==> config.mk <==
export PLATFORM = sky130hd
export DESIGN_NAME = sbc_queue
export DESIGN_NICKNAME = d
export VERILOG_FILES = /design/src/rtl/core/sha512_block_compression_unit_defines.svh /design/src/rtl/core/sbc_pkg.sv /design/src/rtl/core/sbc_queue.sv
export SDC_FILE = /design/constraint.sdc
export NUM_CORES = 1
export LEC_CHECK = 0
export ABC_AREA = 1
export BUFFER_PORTS_ARGS = -buffer_cell sky130_fd_sc_hd__buf_2
export CORE_MARGIN = 1
export CORE_UTILIZATION = 39
export CTS_BUF_LIST = sky130_fd_sc_hd__clkbuf_2
export CTS_CLUSTER_DIAMETER = 150
export CTS_CLUSTER_SIZE = 10
export DETAILED_ROUTE_END_ITERATION = 8
export MAX_ROUTING_LAYER = met4
export PLACE_DENSITY_LB_ADDON = 0.05
export SETUP_SLACK_MARGIN = 0.02
export SYNTH_ARGS = -nofsm -noshare
export SYNTH_HDL_FRONTEND = slang
export SYNTH_SLANG_ARGS = --single-unit
==> constraint.sdc <==
create_clock -name clock -period 1.5 [get_ports clock]
set_clock_uncertainty 0.2 [all_clocks]
set_input_delay 0.15 -clock clock [delete_from_list [all_inputs] [get_ports clock]]
set_output_delay 0.15 -clock clock [all_outputs]
set_load 0.1 [all_outputs]
==> src/rtl/core/sha512_block_compression_unit_defines.svh <==
// assertion macros for the sha512 block compression unit
`ifndef SHA512_BLOCK_COMPRESSION_UNIT_DEFINES_SVH
`define SHA512_BLOCK_COMPRESSION_UNIT_DEFINES_SVH

// property that holds whenever reset is low
`define SBC_ASSERT(label, clk, rst, prop, msg) \
   label: assert property (@(posedge clk) disable iff (rst) (prop)) else $error(msg);

// property checked also during reset
`define SBC_ASSERT_ALWAYS(label, clk, prop, msg) \
   label: assert property (@(posedge clk) (prop)) else $error(msg);

`endif

==> src/rtl/core/sbc_pkg.sv <==
// ----------------------------------------------------------------------------
// sbc_pkg
// types, constants and round functions of the sha512 block compression unit
// ----------------------------------------------------------------------------
package sbc_pkg;

   localparam int WORD_W       = 64;
   localparam int BLOCK_WORDS  = 16;
   localparam int STATE_WORDS  = 8;
   localparam int ROUNDS       = 80;
   localparam int QUEUE_DEPTH  = 2;

   typedef struct packed {
      logic [63:0] message_word;
      logic        new_message;
   } req_payload_type;

   typedef struct packed {
      logic [63:0] digest_word;
      logic [2:0]  word_index;
      logic        last_word;
   } rsp_payload_type;

   // one entry of the queue between front and back
   typedef struct packed {
      logic       reload;
      logic [3:0] slot;
   } job_type;

   typedef enum logic [1:0] {
      BE_IDLE,
      BE_ROUND,
      BE_ADD,
      BE_EMIT
   } be_state_type;

   localparam logic [63:0] INIT_VALUES [STATE_WORDS] = '{
      64'h6a09e667f3bcc908, 64'hbb67ae8584caa73b, 64'h3c6ef372fe94f82b,
      64'ha54ff53a5f1d36f1, 64'h510e527fade682d1, 64'h9b05688c2b3e6c1f,
      64'h1f83d9abfb41bd6b, 64'h5be0cd19137e2179
   };

   localparam logic [63:0] ROUND_K [ROUNDS] = '{
      64'h428a2f98d728ae22, 64'h7137449123ef65cd, 64'hb5c0fbcfec4d3b2f, 64'he9b5dba58189dbbc,
      64'h3956c25bf348b538, 64'h59f111f1b605d019, 64'h923f82a4af194f9b, 64'hab1c5ed5da6d8118,
      64'hd807aa98a3030242, 64'h12835b0145706fbe, 64'h243185be4ee4b28c, 64'h550c7dc3d5ffb4e2,
      64'h72be5d74f27b896f, 64'h80deb1fe3b1696b1, 64'h9bdc06a725c71235, 64'hc19bf174cf692694,
      64'he49b69c19ef14ad2, 64'hefbe4786384f25e3, 64'h0fc19dc68b8cd5b5, 64'h240ca1cc77ac9c65,
      64'h2de92c6f592b0275, 64'h4a7484aa6ea6e483, 64'h5cb0a9dcbd41fbd4, 64'h76f988da831153b5,
      64'h983e5152ee66dfab, 64'ha831c66d2db43210, 64'hb00327c898fb213f, 64'hbf597fc7beef0ee4,
      64'hc6e00bf33da88fc2, 64'hd5a79147930aa725, 64'h06ca6351e003826f, 64'h142929670a0e6e70,
      64'h27b70a8546d22ffc, 64'h2e1b21385c26c926, 64'h4d2c6dfc5ac42aed, 64'h53380d139d95b3df,
      64'h650a73548baf63de, 64'h766a0abb3c77b2a8, 64'h81c2c92e47edaee6, 64'h92722c851482353b,
      64'ha2bfe8a14cf10364, 64'ha81a664bbc423001, 64'hc24b8b70d0f89791, 64'hc76c51a30654be30,
      64'hd192e819d6ef5218, 64'hd69906245565a910, 64'hf40e35855771202a, 64'h106aa07032bbd1b8,
      64'h19a4c116b8d2d0c8, 64'h1e376c085141ab53, 64'h2748774cdf8eeb99, 64'h34b0bcb5e19b48a8,
      64'h391c0cb3c5c95a63, 64'h4ed8aa4ae3418acb, 64'h5b9cca4f7763e373, 64'h682e6ff3d6b2b8a3,
      64'h748f82ee5defb2fc, 64'h78a5636f43172f60, 64'h84c87814a1f0ab72, 64'h8cc702081a6439ec,
      64'h90befffa23631e28, 64'ha4506cebde82bde9, 64'hbef9a3f7b2c67915, 64'hc67178f2e372532b,
      64'hca273eceea26619c, 64'hd186b8c721c0c207, 64'heada7dd6cde0eb1e, 64'hf57d4f7fee6ed178,
      64'h06f067aa72176fba, 64'h0a637dc5a2c898a6, 64'h113f9804bef90dae, 64'h1b710b35131c471b,
      64'h28db77f523047d84, 64'h32caab7b40c72493, 64'h3c9ebe0a15c9bebc, 64'h431d67c49c100d4c,
      64'h4cc5d4becb3e42b6, 64'h597f299cfc657e2a, 64'h5fcb6fab3ad6faec, 64'h6c44198c4a475817
   };

   function automatic logic [63:0] rotr(input logic [63:0] x, input int n);
      rotr = (x >> n) | (x << (64 - n));
   endfunction

   function automatic logic [63:0] big_sigma0(input logic [63:0] a);
      big_sigma0 = rotr(a, 28) ^ rotr(a, 34) ^ rotr(a, 39);
   endfunction

   function automatic logic [63:0] big_sigma1(input logic [63:0] e);
      big_sigma1 = rotr(e, 14) ^ rotr(e, 18) ^ rotr(e, 41);
   endfunction

   function automatic logic [63:0] small_sigma0(input logic [63:0] x);
      small_sigma0 = rotr(x, 1) ^ rotr(x, 8) ^ (x >> 7);
   endfunction

   function automatic logic [63:0] small_sigma1(input logic [63:0] x);
      small_sigma1 = rotr(x, 19) ^ rotr(x, 61) ^ (x >> 6);
   endfunction

endpackage

==> src/rtl/core/sbc_queue.sv <==
// ----------------------------------------------------------------------------
// sbc_queue
// short job queue between front and back
// ----------------------------------------------------------------------------
module sbc_queue import sbc_pkg::*; (
   input  logic    clock,
   input  logic    reset,
   input  logic    push,
   input  job_type push_job,
   output logic    full,
   input  logic    pop,
   output logic    not_empty,
   output job_type head,
   output logic [1:0] count
);

   job_type    mem_ff [QUEUE_DEPTH];
   logic       wp_ff, rp_ff;
   logic [1:0] cnt_ff;

   assign full      = (cnt_ff == 2'(QUEUE_DEPTH));
   assign not_empty = (cnt_ff != 2'd0);
   assign head      = mem_ff[rp_ff];
   assign count     = cnt_ff;

   always_ff @(posedge clock) begin
      if (push) begin
         mem_ff[wp_ff] <= push_job;
      end
   end

   always_ff @(posedge clock) begin
      if (reset) begin
         wp_ff  <= 1'b0;
         rp_ff  <= 1'b0;
         cnt_ff <= '0;
      end else begin
         if (push) wp_ff <= !wp_ff;
         if (pop) rp_ff <= !rp_ff;
         cnt_ff <= cnt_ff + 2'(push) - 2'(pop);
      end
   end

endmodule

== Word-level counts from Yosys, hierarchy flattened ==
Memory sizes are Yosys's and may differ from the RTL's. A register that Yosys moved wholly into a read port is not among the register bits.
Index checks and enable logic that the tools add are counted.

* Add/subtract/negate cells: 2
* Eq/ne operators: 1
* Muxes and demuxes: 4
* Reduce and logical (&&, ||, !) cells: 3

{| class="wikitable"
|+ Operators by type and width
! operator !! count
|-
| 2-to-1 mux 1 bit || 4
|-
| adder 2 x 1 -> 2 bit || 1
|-
| equality test 2 bit, second input constant || 1
|-
| zero test 1 bit || 2
|-
| nonzero test 2 bit || 1
|-
| subtractor 2 x 1 -> 2 bit || 1
|}

* Register bits: 4
* Bits in writable memories: 10
* Input port bits: 9
* Output and inout bits: 9
* Logic and storage cells: 14
* Memories: 1

{| class="wikitable"
|+ Memories
! name !! depth !! width !! rd ports !! clocked after Yosys merged registers in !! wr ports !! line !! source
|-
| mem_ff || 2 || 5 || 1 || 1 || 1 || sbc_queue.sv:17 || <nowiki>job_type mem_ff [QUEUE_DEPTH];</nowiki>
|}

== Depth between registers and ports, before layout ==
* Word-level depth: 3
* Mapped depth: 7
* Mapped depth without buffers: 7

== Worst setup path after synthesis ==
OpenSTA, ideal clock, no wires.

* Path kind: flip-flop to output port
* Start point: register cnt_ff[1], in the netlist count[1]
* End point: output full
* Arrival: 2.405 ns
* Required time: 1.150 ns
* Slack: -1.255 ns
* Stages on the path, launching flop included: 3
* Buffers on the path: 0
* Cells stage by stage: dfxtp_1 inv_1 nor2_1

* Cells in the longest elaborated chain, start to end: 1

{| class="wikitable"
|+ Ends and longest elaborated chain
! item !! line !! source
|-
| start, declared || sbc_queue.sv:19 || <nowiki>logic [1:0] cnt_ff;</nowiki>
|-
| start signal, assigned || sbc_queue.sv:40 || <nowiki>cnt_ff <= cnt_ff + 2'(push) - 2'(pop);</nowiki>
|-
| equality test 2 bit || sbc_queue.sv:21 || <nowiki>assign full = (cnt_ff == 2'(QUEUE_DEPTH));</nowiki>
|-
| end, declared || sbc_queue.sv:10 || <nowiki>output logic full,</nowiki>
|}

Every way passes these cells.

==> metrics.txt <==
die span in x ~41 µm; synthesized area per cell 12.6 µm²; Synth area leaders edfxtp_1, dfxtp_1, mux2_2, inv_1, nor2_1; PortBufs 17; Comb power frac 43.5%; clock latency on the worst-skew pair 0.27 ns; Crit Path Max Fanout 5; Power Internal 725 µW; post-synthesis simple-gate area fraction 9.48%; Synth Area in Adders between 4 and 5%; Core ar. 1350 µm²; TritonCTS Buffers 3; via-per-instance ratio 4.62; Mapped Nets 57; clock sink count 15; post-CTS setup buffer count 0; initial antenna violation count 0; part of the power in registers 41.2%; Clock power frac 15.3%; # rows 13; net count reported at finish 87; HP Start wp_ff; most frequent cells in the layout edfxtp_1, dlygate4sd3_1, buf_2; Yosys reg bits 15; Slew HR 68.1%; finished layout cell area 966 µm²; VDD IR max 0.000773 V; commonest non-fill, non-tap cell in the layout edfxtp_1; I/O Pins 18; Initial Util 43.0%; FMAX 646 MHz; post-synthesis mux area share under 10%; Die Span Y 40.6 µm; Pre-antenna DRT Iters 2; area share of the largest cell type after synthesis 51.7%; H-tree Lvls 1; Root Buffer clkbuf_2; Total Routing Usage GR approximately 17%; Area growth, synth to finish 66.4%; setup slack at placement 0.0799 ns; FF-to-FF path depth 7; Max Buffers Root-to-Sink 2; RR Startpoint count[0]; largest net degree at the start of global routing 10; register area share after synthesis 69.0%; Post-Syn Area 581 µm²; Tcrit/Tclk final 103%; Critical Path End head[2]; # setup viols final 5; crit path time final 1.55 ns; RD Place Congestion 0.598; fin. max-slew vios 0; Distinct cells, synth 11; setup tns final -0.216 ns; Synth Area in XOR/XNOR ~1.5%; routed vias 416; final wirelength around 1.1 mm; pwr dens 1260 nW/µm²; crit path launch type register; worst hold path type register to register; GRT overflow 0; Non-Filler Instances 90; P_sw approximately 490 µW; drt wl/cell 12.4 µm; area leader, netlist edfxtp_1; die footprint 1650 µm²; r2r setup slk 0.16 ns; global-route wire length before repair ~1.6 mm; Leakage Power 0.000419 µW; RSZ-0062 raised after global routing yes; largest family of logic cells by synthesized area multiplexers; r2r endpoint count[1]; CTS clk-pin slew, worst paths 0.15 ns; type of the worst setup path register to output pin; final setup margin -0.0477 ns; yosys warns 0; share of post-route cells with drive strength above 1 ~50%; failing checks negative setup slack; DRT iter0 DRCs 7; Mapped Cells 46; CP arrival 1.20 ns; DP Area ~770 µm²; Final Hold Viols 0; max_cap viols 0; status finished with violations; worst endpoint required time 1.15 ns; antenna viol nets, final 0; number of global-route vias before repair 367; worst-margin pin slew 0.481 ns; switching part of the total power 40.4%; TritonCTS clock tree done; cell count after placement just under 80; Compound-Gate Fraction of Synth Area less than 1%; Remaining DRCs 0; # diodes 0; Worst setup EP type output pin; post-DP HPWL 791 µm
[worst min-delay path by stage]
stage	endpoint	slack, ns	depth (start not counted)
final	wp_ff	0.33	2
after global routing	register	0.36	2
after CTS	wp_ff	0.33	2
after detailed placement	mem_ff[0][0]	0.14	1
after global placement	mem_ff[0][3]	0.14	1
after floorplan	count[0]	0.007	1
[power by group through the flow]
stage	registers, µW	logic [µW]	clock network [µW]
floorplan	568	284	0
global placement	506	446	0
detailed placement	508	453	0
CTS	502	530	194
global route	505	552	209
finish	501	529	187
[Yosys cell counts]
cell type / n
dfxtp_1: 5
mux2_2: 5
nor3_1: 1
edfxtp_1: 10
xnor2_1: 1
nand2_1: 5
a21oi_1: 1
ha_1: 2
inv_1: 8
nor2_1: 7
nand3_1: 1
[final cells by class]
class	count	area [µm²]
multi-input combinational	23	208
inverter	8	32.5
tap	15	18.8
clock inverter	1	5.00
timing repair buffer	25	275
clock buffer	3	15.0
fill	89	384
sequential	15	412
[cell families (layout without fill, tap and decap cells)]
kind of cell    after synthesis  count (layout)
compound gates                1               1
xor+xnor                      1               1
fa+ha+maj                     2               2
buf+inv                       8              37
flops                        15              15
mux                           5               5
simple gates                 14              14
[through the flow]
stage | hold slack (ns) | power (µW) | utilization (%)
finish | 0.328 | 1220 | 71.5
global route | 0.361 | 1270 | 71.5
CTS | 0.326 | 1230 | 71.7
detailed placement | 0.141 | 961 | 57.1
global placement | 0.139 | 952 | 57.1
floorplan | 0.00708 | 852 | -
[repair_timing]
| item | CTS | global route |
|---|---|---|
| hold buffers | 8 | 0 |
| endpoints found under the hold margin | 15 | 0 |
| setup endpoints to repair | 5 | 7 |
| gates resized for setup | 27 | 1 |
[worst max-delay path, stage by stage (launching register included)]
cell and delay, ns:
dfxtp_4 0.43, mux2_4 0.33, buf_12 0.17
[routing by layer]
layer | wire [µm] | vias up | share of wire (%) | track usage, %
met5 | 0 | - | 0 | -
met4 | 8 | 0 | 0.72 | 10.0
met3 | 25 | 2 | 2.2 | 5.00
met2 | 614 | 9 | 55 | 29.4
met1 | 468 | 195 | 42 | 16.4
li1 | - | 210 | - | -
[sequential cells by signal, indices dropped and copies added, names as in the netlist, named ones only]
signal,flops
rp_ff,1
mem_ff,10
count,2
wp_ff,1
No activity file was read; power rests on OpenSTA's default activity.
