===== config.mk =====
export PLATFORM = sky130hd
export DESIGN_NAME = sbc_front
export DESIGN_NICKNAME = d
export VERILOG_FILES = /design/src/rtl/core/sha512_block_compression_unit_defines.svh /design/src/rtl/core/sbc_pkg.sv /design/src/rtl/core/sbc_front.sv
export SDC_FILE = /design/constraint.sdc
export NUM_CORES = 1
export LEC_CHECK = 0
export ABC_AREA = 1
export BUFFER_PORTS_ARGS = -buffer_cell sky130_fd_sc_hd__buf_2
export CORE_ASPECT_RATIO = 0.75
export CORE_UTILIZATION = 27
export CTS_CLUSTER_DIAMETER = 80
export DETAILED_ROUTE_END_ITERATION = 8
export PLACE_DENSITY = 0.8
export SLEW_MARGIN = 10
export SYNTH_ARGS = -nofsm -noshare
export SYNTH_HDL_FRONTEND = slang
export SYNTH_SLANG_ARGS = --single-unit
export TNS_END_PERCENT = 50

===== constraint.sdc =====
create_clock -name clock -period 1 [get_ports clock]
set_input_delay 0.1 -clock clock [delete_from_list [all_inputs] [get_ports clock]]
set_output_delay 0.1 -clock clock [all_outputs]
set_load 0.05 [all_outputs]

===== src/rtl/core/sha512_block_compression_unit_defines.svh =====
// assertion macros for the sha512 block compression unit
`ifndef SHA512_BLOCK_COMPRESSION_UNIT_DEFINES_SVH
`define SHA512_BLOCK_COMPRESSION_UNIT_DEFINES_SVH

// property that holds whenever reset is low
`define SBC_ASSERT(label, clk, rst, prop, msg) \
   label: assert property (@(posedge clk) disable iff (rst) (prop)) else $error(msg);

// property checked also during reset
`define SBC_ASSERT_ALWAYS(label, clk, prop, msg) \
   label: assert property (@(posedge clk) (prop)) else $error(msg);

`endif


===== src/rtl/core/sbc_pkg.sv =====
// ----------------------------------------------------------------------------
// sbc_pkg
// types, constants and round functions of the sha512 block compression unit
// ----------------------------------------------------------------------------
package sbc_pkg;

   localparam int WORD_W       = 64;
   localparam int BLOCK_WORDS  = 16;
   localparam int STATE_WORDS  = 8;
   localparam int ROUNDS       = 80;
   localparam int QUEUE_DEPTH  = 2;

   typedef struct packed {
      logic [63:0] message_word;
      logic        new_message;
   } req_payload_type;

   typedef struct packed {
      logic [63:0] digest_word;
      logic [2:0]  word_index;
      logic        last_word;
   } rsp_payload_type;

   // one entry of the queue between front and back
   typedef struct packed {
      logic       reload;
      logic [3:0] slot;
   } job_type;

   typedef enum logic [1:0] {
      BE_IDLE,
      BE_ROUND,
      BE_ADD,
      BE_EMIT
   } be_state_type;

   localparam logic [63:0] INIT_VALUES [STATE_WORDS] = '{
      64'h6a09e667f3bcc908, 64'hbb67ae8584caa73b, 64'h3c6ef372fe94f82b,
      64'ha54ff53a5f1d36f1, 64'h510e527fade682d1, 64'h9b05688c2b3e6c1f,
      64'h1f83d9abfb41bd6b, 64'h5be0cd19137e2179
   };

   localparam logic [63:0] ROUND_K [ROUNDS] = '{
      64'h428a2f98d728ae22, 64'h7137449123ef65cd, 64'hb5c0fbcfec4d3b2f, 64'he9b5dba58189dbbc,
      64'h3956c25bf348b538, 64'h59f111f1b605d019, 64'h923f82a4af194f9b, 64'hab1c5ed5da6d8118,
      64'hd807aa98a3030242, 64'h12835b0145706fbe, 64'h243185be4ee4b28c, 64'h550c7dc3d5ffb4e2,
      64'h72be5d74f27b896f, 64'h80deb1fe3b1696b1, 64'h9bdc06a725c71235, 64'hc19bf174cf692694,
      64'he49b69c19ef14ad2, 64'hefbe4786384f25e3, 64'h0fc19dc68b8cd5b5, 64'h240ca1cc77ac9c65,
      64'h2de92c6f592b0275, 64'h4a7484aa6ea6e483, 64'h5cb0a9dcbd41fbd4, 64'h76f988da831153b5,
      64'h983e5152ee66dfab, 64'ha831c66d2db43210, 64'hb00327c898fb213f, 64'hbf597fc7beef0ee4,
      64'hc6e00bf33da88fc2, 64'hd5a79147930aa725, 64'h06ca6351e003826f, 64'h142929670a0e6e70,
      64'h27b70a8546d22ffc, 64'h2e1b21385c26c926, 64'h4d2c6dfc5ac42aed, 64'h53380d139d95b3df,
      64'h650a73548baf63de, 64'h766a0abb3c77b2a8, 64'h81c2c92e47edaee6, 64'h92722c851482353b,
      64'ha2bfe8a14cf10364, 64'ha81a664bbc423001, 64'hc24b8b70d0f89791, 64'hc76c51a30654be30,
      64'hd192e819d6ef5218, 64'hd69906245565a910, 64'hf40e35855771202a, 64'h106aa07032bbd1b8,
      64'h19a4c116b8d2d0c8, 64'h1e376c085141ab53, 64'h2748774cdf8eeb99, 64'h34b0bcb5e19b48a8,
      64'h391c0cb3c5c95a63, 64'h4ed8aa4ae3418acb, 64'h5b9cca4f7763e373, 64'h682e6ff3d6b2b8a3,
      64'h748f82ee5defb2fc, 64'h78a5636f43172f60, 64'h84c87814a1f0ab72, 64'h8cc702081a6439ec,
      64'h90befffa23631e28, 64'ha4506cebde82bde9, 64'hbef9a3f7b2c67915, 64'hc67178f2e372532b,
      64'hca273eceea26619c, 64'hd186b8c721c0c207, 64'heada7dd6cde0eb1e, 64'hf57d4f7fee6ed178,
      64'h06f067aa72176fba, 64'h0a637dc5a2c898a6, 64'h113f9804bef90dae, 64'h1b710b35131c471b,
      64'h28db77f523047d84, 64'h32caab7b40c72493, 64'h3c9ebe0a15c9bebc, 64'h431d67c49c100d4c,
      64'h4cc5d4becb3e42b6, 64'h597f299cfc657e2a, 64'h5fcb6fab3ad6faec, 64'h6c44198c4a475817
   };

   function automatic logic [63:0] rotr(input logic [63:0] x, input int n);
      rotr = (x >> n) | (x << (64 - n));
   endfunction

   function automatic logic [63:0] big_sigma0(input logic [63:0] a);
      big_sigma0 = rotr(a, 28) ^ rotr(a, 34) ^ rotr(a, 39);
   endfunction

   function automatic logic [63:0] big_sigma1(input logic [63:0] e);
      big_sigma1 = rotr(e, 14) ^ rotr(e, 18) ^ rotr(e, 41);
   endfunction

   function automatic logic [63:0] small_sigma0(input logic [63:0] x);
      small_sigma0 = rotr(x, 1) ^ rotr(x, 8) ^ (x >> 7);
   endfunction

   function automatic logic [63:0] small_sigma1(input logic [63:0] x);
      small_sigma1 = rotr(x, 19) ^ rotr(x, 61) ^ (x >> 6);
   endfunction

endpackage


===== src/rtl/core/sbc_front.sv =====
// ----------------------------------------------------------------------------
// sbc_front
// takes message words, writes them to the block buffer, queues a job per block
// ----------------------------------------------------------------------------
module sbc_front import sbc_pkg::*; (
   input  logic            clock,
   input  logic            reset,
   input  logic            req_valid,
   output logic            req_ready,
   input  req_payload_type req_payload,
   input  logic            queue_full,
   input  logic            buf_busy,
   output logic            wr_en,
   output logic [4:0]      wr_addr,
   output logic [63:0]     wr_data,
   output logic            job_push,
   output job_type         job
);

   logic [3:0] pos_ff, pos_in;
   logic       bank_ff, bank_in;
   logic       reload_ff, reload_in;
   logic [3:0] cur_pos;
   logic       accept;

   // two block banks: the back reads one while the front fills the other
   assign req_ready = !queue_full && !buf_busy;
   assign accept    = req_valid && req_ready;
   assign cur_pos   = req_payload.new_message ? 4'd0 : pos_ff;
   assign wr_en     = accept;
   assign wr_addr   = {bank_ff, cur_pos};
   assign wr_data   = req_payload.message_word;
   assign job_push  = accept && (cur_pos == 4'd15);
   assign job.reload = reload_ff || req_payload.new_message;
   assign job.slot   = {3'd0, bank_ff};

   always_comb begin
      pos_in    = pos_ff;
      bank_in   = bank_ff;
      reload_in = reload_ff;
      if (accept) begin
         pos_in    = cur_pos + 4'd1;
         reload_in = reload_ff || req_payload.new_message;
         if (cur_pos == 4'd15) begin
            bank_in   = !bank_ff;
            reload_in = 1'b0;
         end
      end
   end

   always_ff @(posedge clock) begin
      if (reset) begin
         pos_ff    <= '0;
         bank_ff   <= 1'b0;
         reload_ff <= 1'b0;
      end else begin
         pos_ff    <= pos_in;
         bank_ff   <= bank_in;
         reload_ff <= reload_in;
      end
   end

endmodule


# --- Word-level counts from Yosys, hierarchy flattened ---
# Index checks and enable logic that the tools add are counted.
word_totals:
  register_bits: 6
  inputBits: 70
  output_inout_bits: 77
  wordCells: 15
classes:
  addsub: 1
  eq_ne: 1
  muxes: 2
  n_reduce_logical: 8
op_table:
  columns: ["operator", "count"]
  rows:
  - ["4-bit by 1-bit adder with 4-bit output, second input constant", 1]
  - ["4-bit == test, second input constant", 1]
  - ["4-bit 2-to-1 mux", 1]
  - ["1-bit logical AND", 3]
  - ["1-bit zero test", 3]
  - ["2-bit AND reduction", 1]
  - ["1-bit logical OR", 1]
  - ["1-bit 2-to-1 mux", 1]

# --- Depth between registers and ports, before layout ---
depth:
  ltp_word: 4
  ltp_mapped: 7
  depth_no_buf: 7

# --- Least setup slack after synthesis ---
# Ideal clock, no wire load.
synth_timing:
  path_type: "input to output"
  start: "input buf_busy"
  end: "output job_push"
  arrival_ns: 1.598
  required_ns: 0.900
  setup_slack_ns: -0.698
  path_stages: 5
  path_buffers: 0
  path_cell_list: "nor2_2 > nand2_2 > clkinv_4 > nand2_1 > nor3_2"
synth_between:
  elab_chain_len: 4
synth_lines:
  columns: ["element", "line", "text"]
  rows:
  - ["start, declared", "sbc_front.sv:12", "input logic buf_busy,"]
  - ["1-bit zero test", "sbc_front.sv:27", "assign req_ready = !queue_full && !buf_busy;"]
  - ["1-bit logical AND", "sbc_front.sv:27", null]
  - ["1-bit logical AND", "sbc_front.sv:28", "assign accept = req_valid && req_ready;"]
  - ["via wr_en", "sbc_front.sv:13", "output logic wr_en,"]
  - ["1-bit logical AND", "sbc_front.sv:33", "assign job_push = accept && (cur_pos == 4'd15);"]
  - ["end, declared", "sbc_front.sv:16", "output logic job_push,"]
# The timed path passes the listed nets, and every way through them passes these cells.

# --- Worst setup path after layout ---
layout_timing:
  start: "register pos_ff[0]"
  end: "output job_push"
layout_between:
  elab_chain_len: 3
layout_lines:
  columns: ["element", "line", "text"]
  rows:
  - ["start, declared", "sbc_front.sv:20", "logic [3:0] pos_ff, pos_in;"]
  - ["start signal, assigned", "sbc_front.sv:57", "pos_ff <= pos_in;"]
  - ["4-bit 2-to-1 mux", "sbc_front.sv:29", "assign cur_pos = req_payload.new_message ? 4'd0 : pos_ff;"]
  - ["4-bit == test", "sbc_front.sv:33", null]
  - ["1-bit logical AND", "sbc_front.sv:33", null]
# Every way passes these cells.

==> summary.log <==
INFO  timing         tns=-0.161ns
INFO  timing         final.setup_skew=0.00261ns
INFO  timing         final_period_minus_worst_setup_slack=1.09ns
INFO  route          drt-wirelength-per-cell=12.1um
INFO  global_routing grtUsageTotal=0.0921
INFO  worst_hold_path worst_hold_startpoint=reset
INFO  global_routing grt_first_pass_wirelength=2140um
INFO  logic_synthesis syn_area=863um2
INFO  critical_path  timing.rr.start=pos_ff[0]
INFO  place          dpl.cell_count=107
INFO  critical_path  critical_path.endpoint_type=output pin
INFO  cells_and_area n_antenna_cell=0
INFO  global_routing antenna_found_initial=0
INFO  global_routing globalRoute.totalOverflow=0
INFO  cells_and_area syn2layout_area_growth=-21.0%
INFO  logic_synthesis synth-seq-area-share=0.139
INFO  cells_and_area fin_area=682um2
INFO  critical_path  r2r_end=reload_ff
INFO  floorplanning  effective_utilization_at_floorplan=0.288
INFO  global_routing first_global_vias=488
INFO  clock_network  cts_tree=yes
INFO  flow_run       timing.max_cap.violations=0
INFO  floorplanning  num_io_pins=147
INFO  critical_path  start_kind=register
INFO  route          final_antenna_net_count=0
INFO  timing         min_period_over_period=1.09
INFO  place          place_congestion=0.774
INFO  timing         maximum_achievable_frequency=0.919GHz
INFO  timing         finalSetupViolCount=5
INFO  floorplanning  core_area=0.00300mm2
INFO  critical_path  critPathMaxFanout=3
INFO  timing         rsz0062_at_grt=true
INFO  route          drt_wl_total=1370um
INFO  pwr            vdd_ir_drop_max=0.280mV
INFO  logic_synthesis synthDistinctLibCells=18
INFO  route          vias=472
INFO  clock_network  clock_sinks=6
INFO  clock_network  cts_buffers=3
INFO  floorplanning  dieWidth=67.3um
INFO  clock_network  clk_tree_root_cell=clkbuf_8
INFO  cells_and_area design.final.nets=147
INFO  critical_path  critical-path-max-stage-delay=0.36ns
INFO  route          via_per_inst=4.18
INFO  cells_and_area postLayoutCoreUtil=0.227
INFO  place          placedInstanceArea=526um2
INFO  outcome        outcome=complete, but fails checks
INFO  route          drtPass1Iterations=4
INFO  critical_path  cp.arrival=0.99ns
INFO  floorplanning  die_h=51.0um
INFO  clock_network  clkLatencyLatePin=0.23ns
INFO  clock_network  cts_max_level=1
INFO  floorplanning  fp.dieArea=0.00343mm2
INFO  critical_path  worstPathCellList=nand3_4 -> nor3_4 -> buf_6
INFO  pwr            cellLeakagePower=0.305nW
INFO  clock_network  hold_buffers=0
INFO  timing         slew_violations=0
INFO  critical_path  worst_path_slowest_cell=dfxtp_4
INFO  outcome        violations=negative setup slack
INFO  worst_hold_path min_delay_worst_endpoint=bank_ff
INFO  critical_path  worstPathRequired=0.90ns
INFO  pwr            post-layout-total-power=0.776mW
INFO  place          port_buffers=15
INFO  critical_path  r2r_cells=6
INFO  timing         post-route-worst-setup-slack=-0.0877ns
INFO  clock_network  clock_tree.buffer_depth=2
INFO  global_routing grt_start_max_net_pins=10
INFO  cells_and_area layout.cells.non_filler=113
INFO  clock_network  worst_setup_hold_path_clk_slew=0.04ns
INFO  place          dp_hpwl=998um
INFO  route          detail_route.iter0.violations=11
INFO  worst_hold_path hold_path_depth=2
INFO  floorplanning  std_cell_rows=17
INFO  worst_hold_path hold_path.class=in -> reg
INFO  logic_synthesis post_synth_inst_count=119
INFO  critical_path  timing.reg2reg.setup_slack=0ns
INFO  place          pre_cts_slack=-0.0605ns
INFO  logic_synthesis avgSynthCellArea=7.25um2
INFO  pwr            power_density=1140mW/mm2
INFO  timing         timing.final.hold_violations=0
INFO  route          drc=0
INFO  timing         worst_hold_slack=0.0467ns
INFO  logic_synthesis ys_warn_count=0
INFO  critical_path  critPathKind=reg -> out
INFO  cells_and_area layout-drive-gt1-share=0.667
INFO  logic_synthesis synth-seq-cells=6
-- flip-flops by register name, indices dropped and copies added, names as in the netlist --
signal and flops:
pos_ff 4, bank_ff 1, reload_ff 1
-- worst max-delay path by stage --
stage                         start        to  slack, ns
after detailed placement  pos_ff[1]  job_push      -0.06
after floorplan            buf_busy  job_push      -0.31
after CTS                 pos_ff[2]  job_push      -0.09
after global routing      pos_ff[0]  job_push      -0.13
final                     pos_ff[0]  job_push      -0.09
after global placement    pos_ff[1]  job_push      -0.04
-- cell type report --
cell class / instances / area [um2]
well taps: 38 / 47.5
flip-flops and latches: 6 / 133
fillers: 325 / 2320
multi-input cells: 37 / 243
repair buffers: 20 / 168
clock buffers: 3 / 41.3
inverters: 9 / 50.0
-- critical path, delay by kind of cell, from the launching register on --
family	cells	cell delay [ns]
AND/OR/NAND/NOR	2	0.22
buffers and inverters	1	0.18
flip-flops	1	0.36
-- cell usage in the layout (no fill, tap or decap), drive strengths merged --
cell type,instances
conb,3
clkinv,1
buf,17
nor2,4
a21oi,5
o21ai,3
nor3,1
nand3,5
nand4,1
nand2,15
inv,5
clkbuf,6
clkinvlp,3
dfxtp,6
-- kinds of logic after synthesis --
family                 count (synthesis)  synth area share
AND/OR/NAND/NOR                       26             0.165
AO/OA/AOI/OAI                          8            0.0464
flip-flops                             6             0.139
buffers and inverters                 78             0.645
other                                  1           0.00434
-- report_power, final --
group	switching, mW	internal (mW)
logic	0.108	0.0444
registers	0.0108	0.245
clock network	0.109	0.259
-- routing by layer --
| metal | up-vias | global-route usage | part of all wire |
|---|---|---|---|
| met3 | 10 | 0.0982 | 0.19 |
| met4 | 0 | 0.0957 | 0.031 |
| met2 | 42 | 0.120 | 0.45 |
| li1 | 205 | - | - |
| met5 | - | 0 | 0 |
| met1 | 215 | 0.0716 | 0.33 |
-- synth_stat cells --
| cell type | n | area share |
|---|---|---|
| a21oi_1 | 5 | 0.029 |
| buf_4 | 69 | 0.60 |
| clkinv_4 | 1 | 0.010 |
| conb_1 | 1 | 0.0043 |
| dfxtp_1 | 6 | 0.14 |
| inv_1 | 7 | 0.030 |
| inv_2 | 1 | 0.0043 |
| nand2_1 | 13 | 0.057 |
| nand2_2 | 2 | 0.014 |
| nand3_1 | 4 | 0.023 |
| nand3_4 | 1 | 0.020 |
| nand4_1 | 1 | 0.0073 |
| nor2_1 | 1 | 0.0043 |
| nor2_2 | 2 | 0.014 |
| nor2_4 | 1 | 0.013 |
| nor3_2 | 1 | 0.012 |
| o21ai_0 | 2 | 0.012 |
| o21ai_1 | 1 | 0.0058 |
-- what timing repair did --
item                                    CTS  global route
endpoints found under the setup margin    5            10
cloned                                    0             0
endpoints found under the hold margin     0             0
gates resized for setup                  23            10
pin swaps                                 3             1
setup buffers                             3             0
Power figures use the tool's default switching activity.
